File: src/hdl/nuas_pkg.sv
// shared types, command codes and an angle helper for the nearest unblocked angle search
`default_nettype none
package nuas_pkg;

    localparam logic [1:0] CMD_CLEAR = 2'd0;
    localparam logic [1:0] CMD_ADD   = 2'd1;
    localparam logic [1:0] CMD_QUERY = 2'd2;

    localparam logic [15:0] HALF_TURN      = 16'd32768;
    localparam logic [10:0] NUDGE_AT_RESET = 11'd104;

    typedef enum logic [1:0] {
        S_IDLE,
        S_INJ,
        S_WAIT,
        S_DONE
    } t_state;

    // candidate angle travelling down the row of cells
    typedef struct packed {
        logic        valid;
        logic        first;
        logic        last;
        logic        blocked;
        logic [15:0] angle;
    } t_cand;

    // outcome of one query as seen by the sequencer
    typedef struct packed {
        logic        done;
        logic        found;
        logic [15:0] angle;
    } t_pick;

    // magnitude of the wrapped signed offset of a from b, 0..32768
    function automatic logic [15:0] wrap_abs(input logic [15:0] a, input logic [15:0] b);
        logic [15:0] d;
        d = a - b;
        if (d > HALF_TURN) begin
            d = 16'd0 - d;
        end
        return d;
    endfunction

endpackage
`default_nettype wire

File: src/hdl/nuas_cell.sv
// one arc cell: holds an arc and marks candidates that the arc blocks
`default_nettype none
module nuas_cell
    import nuas_pkg::*;
(
    input  wire logic        i_clk,
    input  wire logic        i_rst_n,
    input  wire logic        i_wr_en,
    input  wire logic [15:0] i_center,
    input  wire logic [15:0] i_width,
    input  wire logic        i_active,
    input  wire t_cand       i_cand,
    output t_cand            o_cand,
    output logic [15:0]      o_center,
    output logic [15:0]      o_width
);

    logic [15:0] r_center;
    logic [15:0] r_width;
    t_cand       r_cand;
    t_cand       n_cand;

    always_comb begin
        n_cand = i_cand;
        if (i_active && (wrap_abs(i_cand.angle, r_center) < r_width)) begin
            n_cand.blocked = 1'b1;
        end
    end

    always_ff @(posedge i_clk) begin
        if (i_wr_en) begin
            r_center <= i_center;
            r_width  <= i_width;
        end
    end

    always_ff @(posedge i_clk) begin
        if (!i_rst_n) begin
            r_cand <= '0;
        end else begin
            r_cand <= n_cand;
        end
    end

    assign o_cand   = r_cand;
    assign o_center = r_center;
    assign o_width  = r_width;

endmodule
`default_nettype wire

File: src/hdl/nuas_pick.sv
// tail of the row: keeps the nearest free edge of a query, or the preferred angle when it is free
`default_nettype none
module nuas_pick
    import nuas_pkg::*;
(
    input  wire logic        i_clk,
    input  wire logic        i_rst_n,
    input  wire t_cand       i_cand,
    input  wire logic [15:0] i_pref,
    output t_pick            o_pick
);

    logic        r_done;
    logic        r_pref_free;
    logic        r_found;
    logic [15:0] r_best;
    logic [15:0] r_res;
    logic        n_done;
    logic        n_pref_free;
    logic        n_found;
    logic [15:0] n_best;
    logic [15:0] n_res;
    logic [15:0] gap;

    always_comb begin
        n_done      = 1'b0;
        n_pref_free = r_pref_free;
        n_found     = r_found;
        n_best      = r_best;
        n_res       = r_res;
        gap         = wrap_abs(i_cand.angle, i_pref);
        if (i_cand.valid) begin
            if (i_cand.first) begin
                n_pref_free = !i_cand.blocked;
                n_found     = 1'b0;
            end else if (!i_cand.blocked && (!r_found || (gap < r_best))) begin
                n_found = 1'b1;
                n_best  = gap;
                n_res   = i_cand.angle;
            end
            n_done = i_cand.last;
        end
    end

    always_ff @(posedge i_clk) begin
        if (!i_rst_n) begin
            r_done      <= 1'b0;
            r_pref_free <= 1'b0;
            r_found     <= 1'b0;
        end else begin
            r_done      <= n_done;
            r_pref_free <= n_pref_free;
            r_found     <= n_found;
        end
    end

    always_ff @(posedge i_clk) begin
        r_best <= n_best;
        r_res  <= n_res;
    end

    always_comb begin
        o_pick.done  = r_done;
        o_pick.found = r_pref_free || r_found;
        if (r_pref_free) begin
            o_pick.angle = i_pref;
        end else if (r_found) begin
            o_pick.angle = r_res;
        end else begin
            o_pick.angle = 16'd0;
        end
    end

endmodule
`default_nettype wire

File: src/hdl/nearest_unblocked_angle_search.sv
// top level: arc list as a row of cells, query sequencer and result register
// clear, add and unknown commands: result registered and valid in the cycle after the item is taken
// query: the preferred angle and then both edges of each held arc are injected
// down the cell row into the pick stage; the result is registered when the output is free
// one item in work at a time; a new item is taken once the last result has left
// reset: arc count zero, edge_nudge 104, stored arcs undefined until written
`default_nettype none
module nearest_unblocked_angle_search
    import nuas_pkg::*;
#(
    parameter int MAX_ARCS = 16
)
(
    input  wire logic        i_clk,
    input  wire logic        i_rst_n,
    input  wire logic        i_cfg_valid,
    output logic             o_cfg_ready,
    input  wire logic [10:0] i_cfg_data,
    input  wire logic        i_valid,
    output logic             o_ready,
    input  wire logic [1:0]  i_cmd,
    input  wire logic [15:0] i_arc_center,
    input  wire logic [15:0] i_arc_half_width,
    input  wire logic [15:0] i_preferred_angle,
    output logic             o_valid,
    input  wire logic        i_ready,
    output logic             o_status,
    output logic             o_found,
    output logic [15:0]      o_result_angle,
    output logic [4:0]       o_arcs_held
);

    localparam int CW = $clog2(MAX_ARCS + 1);
    localparam int IW = (MAX_ARCS > 1) ? $clog2(MAX_ARCS) : 1;

    t_state        r_state;
    t_state        n_state;
    logic [CW-1:0] r_count;
    logic [CW-1:0] n_count;
    logic [IW-1:0] r_idx;
    logic [IW-1:0] n_idx;
    logic          r_side;
    logic          n_side;
    logic          r_first;
    logic          n_first;
    logic [15:0]   r_pref;
    logic [15:0]   n_pref;
    logic [10:0]   r_nudge;
    logic          r_out_valid;
    logic          n_out_valid;
    logic          r_status;
    logic          n_status;
    logic          r_found;
    logic          n_found;
    logic [15:0]   r_angle;
    logic [15:0]   n_angle;
    logic [4:0]    r_held;
    logic [4:0]    n_held;

    logic          out_free;
    logic          add_go;
    logic [16:0]   reach;
    t_cand         inj;
    t_pick         pick;

    t_cand         cand    [MAX_ARCS+1];
    logic [15:0]   centers [MAX_ARCS];
    logic [15:0]   widths  [MAX_ARCS];

    assign cand[0] = inj;

    for (genvar k = 0; k < MAX_ARCS; k++) begin : g_cell
        nuas_cell u_cell (
            .i_clk    (i_clk),
            .i_rst_n  (i_rst_n),
            .i_wr_en  (add_go && (r_count == CW'(k))),
            .i_center (i_arc_center),
            .i_width  (i_arc_half_width),
            .i_active (CW'(k) < r_count),
            .i_cand   (cand[k]),
            .o_cand   (cand[k+1]),
            .o_center (centers[k]),
            .o_width  (widths[k])
        );
    end

    nuas_pick u_pick (
        .i_clk   (i_clk),
        .i_rst_n (i_rst_n),
        .i_cand  (cand[MAX_ARCS]),
        .i_pref  (r_pref),
        .o_pick  (pick)
    );

    assign o_cfg_ready = 1'b1;

    always_ff @(posedge i_clk) begin
        if (!i_rst_n) begin
            r_nudge <= NUDGE_AT_RESET;
        end else if (i_cfg_valid) begin
            r_nudge <= i_cfg_data;
        end
    end

    assign out_free = !r_out_valid || i_ready;
    assign o_ready  = (r_state == S_IDLE) && out_free;

    always_comb begin
        n_state     = r_state;
        n_count     = r_count;
        n_idx       = r_idx;
        n_side      = r_side;
        n_first     = r_first;
        n_pref      = r_pref;
        n_out_valid = r_out_valid && !i_ready;
        n_status    = r_status;
        n_found     = r_found;
        n_angle     = r_angle;
        n_held      = r_held;
        add_go      = 1'b0;
        inj         = '0;
        reach       = {1'b0, widths[r_idx]} + {6'd0, r_nudge};
        unique case (r_state)
            S_IDLE: begin
                if (i_valid && o_ready) begin
                    n_status = 1'b0;
                    n_found  = 1'b0;
                    n_angle  = 16'd0;
                    n_held   = 5'(r_count);
                    unique case (i_cmd)
                        CMD_CLEAR: begin
                            n_count     = '0;
                            n_held      = 5'd0;
                            n_out_valid = 1'b1;
                        end
                        CMD_ADD: begin
                            if (r_count < CW'(MAX_ARCS)) begin
                                add_go  = 1'b1;
                                n_count = r_count + CW'(1);
                                n_held  = 5'(r_count + CW'(1));
                            end else begin
                                n_status = 1'b1;
                            end
                            n_out_valid = 1'b1;
                        end
                        CMD_QUERY: begin
                            n_pref  = i_preferred_angle;
                            n_first = 1'b1;
                            n_idx   = '0;
                            n_side  = 1'b0;
                            n_state = S_INJ;
                        end
                        default: begin
                            n_out_valid = 1'b1;
                        end
                    endcase
                end
            end
            S_INJ: begin
                inj.valid = 1'b1;
                if (r_first) begin
                    inj.first = 1'b1;
                    inj.angle = r_pref;
                    inj.last  = (r_count == '0);
                    n_first   = 1'b0;
                end else begin
                    inj.angle = r_side ? centers[r_idx] + reach[15:0]
                                       : centers[r_idx] - reach[15:0];
                    inj.last  = r_side && ((CW'(r_idx) + CW'(1)) == r_count);
                    if (r_side) begin
                        n_side = 1'b0;
                        n_idx  = r_idx + IW'(1);
                    end else begin
                        n_side = 1'b1;
                    end
                end
                if (inj.last) begin
                    n_state = S_WAIT;
                end
            end
            S_WAIT: begin
                if (pick.done) begin
                    n_state = S_DONE;
                end
            end
            S_DONE: begin
                if (out_free) begin
                    n_status    = 1'b0;
                    n_found     = pick.found;
                    n_angle     = pick.angle;
                    n_held      = 5'(r_count);
                    n_out_valid = 1'b1;
                    n_state     = S_IDLE;
                end
            end
            default: begin
                n_state = S_IDLE;
            end
        endcase
    end

    always_ff @(posedge i_clk) begin
        if (!i_rst_n) begin
            r_state     <= S_IDLE;
            r_count     <= '0;
            r_out_valid <= 1'b0;
        end else begin
            r_state     <= n_state;
            r_count     <= n_count;
            r_out_valid <= n_out_valid;
        end
    end

    always_ff @(posedge i_clk) begin
        r_idx    <= n_idx;
        r_side   <= n_side;
        r_first  <= n_first;
        r_pref   <= n_pref;
        r_status <= n_status;
        r_found  <= n_found;
        r_angle  <= n_angle;
        r_held   <= n_held;
    end

    assign o_valid        = r_out_valid;
    assign o_status       = r_status;
    assign o_found        = r_found;
    assign o_result_angle = r_angle;
    assign o_arcs_held    = r_held;

endmodule
`default_nettype wire
File: config.mk
export PLATFORM = sky130hd
export DESIGN_NAME = nearest_unblocked_angle_search
export DESIGN_NICKNAME = d
export VERILOG_FILES = /design/src/hdl/nuas_pkg.sv /design/src/hdl/nuas_cell.sv /design/src/hdl/nuas_pick.sv /design/src/hdl/nearest_unblocked_angle_search.sv
export SDC_FILE = /design/constraint.sdc
export NUM_CORES = 2
export LEC_CHECK = 0
export ABC_AREA = 1
export BUFFER_PORTS_ARGS = -buffer_cell sky130_fd_sc_hd__buf_2
export CAP_MARGIN = 30
export CORE_ASPECT_RATIO = 1.25
export CORE_MARGIN = 1.5
export CORE_UTILIZATION = 40
export DETAILED_ROUTE_END_ITERATION = 6
export PLACE_DENSITY = 0.52
export SLEW_MARGIN = 20
export SYNTH_ARGS = -nofsm -noshare
export SYNTH_HDL_FRONTEND = slang
export SYNTH_SLANG_ARGS = --single-unit
File: constraint.sdc
create_clock -name i_clk -period 14.9 [get_ports i_clk]
set_clock_uncertainty 0.05 [all_clocks]
set_input_delay 2.98 -clock i_clk [delete_from_list [all_inputs] [get_ports i_clk]]
set_output_delay 2.98 -clock i_clk [all_outputs]
set_load 0.02 [all_outputs]
==> flow_metrics.env <==
export IMPL_holdBufCountCts=0
export IMPL_rows=159
export IMPL_port_buffers=90
export IMPL_slew_violations=0
export IMPL_max_freq_mhz=95.2
export IMPL_clock_latency_ns=0.76
export IMPL_seq_area_frac_synth=0.406
export IMPL_cts_clk_slew_worst_paths_ns=0.07
export IMPL_timing_critical_path_mode_cell="nand2_1"
export IMPL_synth_compound_area_frac=0.126
export IMPL_ys_seq_elements=931
export IMPL_required_ns=15.47
export IMPL_yosys_warnings=0
export IMPL_end_kind="flop"
export IMPL_synth_edf_count=589
export IMPL_avgSynthCellArea_um2=8.13
export IMPL_finalHoldViolCount=0
export IMPL_tightest_slew_ns=1.04
export IMPL_worstPathArrival_ns=11.07
export IMPL_grt_remaining_overflow=0
export IMPL_power_mw=9.48
export IMPL_clock_sinks=931
export IMPL_htree_levels=3
export IMPL_nNetsFinal=8157
export IMPL_tns_ns=0
export IMPL_yosysMostFrequentCell="nand2_1"
export IMPL_power_per_cell_area_nw_per_um2=142
export IMPL_wl_per_cell_um=23.6
export IMPL_synth_area_um2=60500
export IMPL_vias_per_cell=5.30
export IMPL_period_share=0.705
export IMPL_core_um2=150000
export IMPL_cts_setup_buffers=0
export IMPL_drive_gt1_frac=0.0574
export IMPL_die_width_um=351
export IMPL_die_h_um=438
export IMPL_hold_class="flop to flop"
export IMPL_slowest_delay_ns=0.67
export IMPL_drt_iter0_drc=5022
export IMPL_synth_distinct_cells=68
export IMPL_vdd_drop_max_mv=0.119
export IMPL_synth_xor_area_frac=0.0637
export IMPL_ant_nets=0
export IMPL_cpMaxStageDelayCell="inv_6"
export IMPL_place_congestion=0.944
export IMPL_n_fill_cell=15200
export IMPL_antenna_found_initial=24
export IMPL_ys_flop_type="edfxtp_1"
export IMPL_io_pin_count=92
export IMPL_grt_usage=0.291
export IMPL_num_vias=50900
export IMPL_synth_area_leader_cell="edfxtp_1"
export IMPL_synth_top_area_frac=0.292
export IMPL_synth_common_cells="nand2_1, inv_1, edfxtp_1"
export IMPL_syn_inst=7441
export IMPL_drtPass1Iterations=7
export IMPL_syn_nets=8090
export IMPL_place_hpwl_um=177000
export IMPL_die_area_um2=154000
export IMPL_initial_core_util=0.403
export IMPL_drt_total_wl_um=227000
export IMPL_rsz0062_at_grt="no"
export IMPL_async_flop_share=0
export IMPL_synth_top_family_by_area="simple AND/OR/NAND/NOR gates"
export IMPL_slew_headroom=0.300
export IMPL_r2r_slack_ns=4.39
export IMPL_cts_resized=0
export IMPL_cts_buffer_depth=3
export IMPL_cts_tree="done"
export IMPL_critPathMaxFanout=153
export IMPL_fin_hold_ws_ns=0.358
export IMPL_grt_pass1_wl_um=327000
export IMPL_grt_pass1_vias=49200
export IMPL_critPathLaunchType="flop"
export IMPL_muxShareOfSynthArea=0
export IMPL_p_leak_nw=32.5
export IMPL_cap_violations=0
export IMPL_synth_fa_ha_area_frac=0.123
export IMPL_drc_errors=0
export IMPL_critPathKind="flop to flop"
export IMPL_grt_max_degree=154
export IMPL_cts_buffers=102
export IMPL_synth_simple_area_share=0.179
export IMPL_status="finished clean"
export IMPL_clockRootBuffer="clkbuf_16"
export IMPL_synthTopCellsByArea="edfxtp_1, ha_1, dfxtp_1"
export IMPL_area_growth_pct=10.4
export IMPL_final_min_clock_period_ns=10.51
export IMPL_finalSetupViolations=0
cells in the final DEF (no fill, tap or decap), drive strengths merged, types with 327 or more instances in the layout:
master / count
a21oi: 575
dfxtp: 342
edfxtp: 589
ha: 564
inv: 1450
nand2: 1511
nand3: 391
nor2: 388
o21ai: 399
xor2: 327
worst max-delay path, delay by kind of cell (launching register included):
family	cells	cell delay, ns
xor gates and xnor gates	2	0.27
and+or+nand+nor	18	3.06
DFF	1	0.42
AOI/OAI and AO/OA	16	2.81
buffers and inverters	8	1.44
adders and majority gates	6	2.07
through the flow:
step,cells,utilization,instance area (µm²),setup WS [ns]
floorplan,7441,-,60500,6.98
global placement,9407,0.420,63100,4.72
detailed placement,9416,0.421,63300,4.61
CTS,9608,0.444,66700,4.57
global route,9612,0.444,66800,3.57
finish,9619,0.445,66800,4.39
area by class of cell:
type,instances,area (µm²),share of cell area
Antenna cell,11,27.5,0.000412
Clock buffer,143,2920,0.0437
Clock inverter,49,541,0.00809
Inverter,1449,5450,0.0816
Multi-Input combinational cell,4890,29900,0.448
Sequential cell,931,24500,0.367
Tap cell,2012,2520,0.0377
Timing Repair Buffer,134,906,0.0136
cells by family (layout without fill, tap and decap cells):
group | count (synthesis) | in the layout
xor gates and xnor gates | 427 | 427
and+or+nand+nor | 2564 | 2564
adders and majority gates | 583 | 583
other | 1 | 12
DFF | 931 | 931
buffers and inverters | 1620 | 1775
AOI/OAI and AO/OA | 1315 | 1315
metal layers:
metal  vias up  GRT usage  wire length (µm)
met5         -          0                33
met1     24100      0.375             94500
met2      1728      0.479            105000
met3       368     0.0392             14400
met4         4      0.145             12100
li1      24700          -                 -
final timing paths:
path,end,from,depth (start not counted)
max reg2reg,g_cell[0].u_cell.o_cand[16],r_idx[0],50
min,g_cell[9].u_cell.o_cand[18],g_cell[8].u_cell.o_cand[18],2
min reg2reg,g_cell[9].u_cell.o_cand[18],g_cell[8].u_cell.o_cand[18],2
max,g_cell[0].u_cell.o_cand[16],r_idx[0],50
state kept, by name (all words and copies together) (netlist names), 2 cells and up:
name,flops
g_cell.u_cell.o_cand,320
g_cell.u_cell.o_center,256
g_cell.u_cell.o_width,256
o_arcs_held,5
o_result_angle,16
r_count,5
r_idx,4
r_nudge,11
r_pref,16
r_state,2
u_pick.r_best,16
u_pick.r_res,16
report_power, final:
| group | total, mW | switching [mW] | internal, mW |
|---|---|---|---|
| registers | 2.94 | 0.0910 | 2.84 |
| clock network | 2.67 | 1.15 | 1.51 |
| logic | 3.88 | 2.70 | 1.18 |
Power figures use the tool's default switching activity.
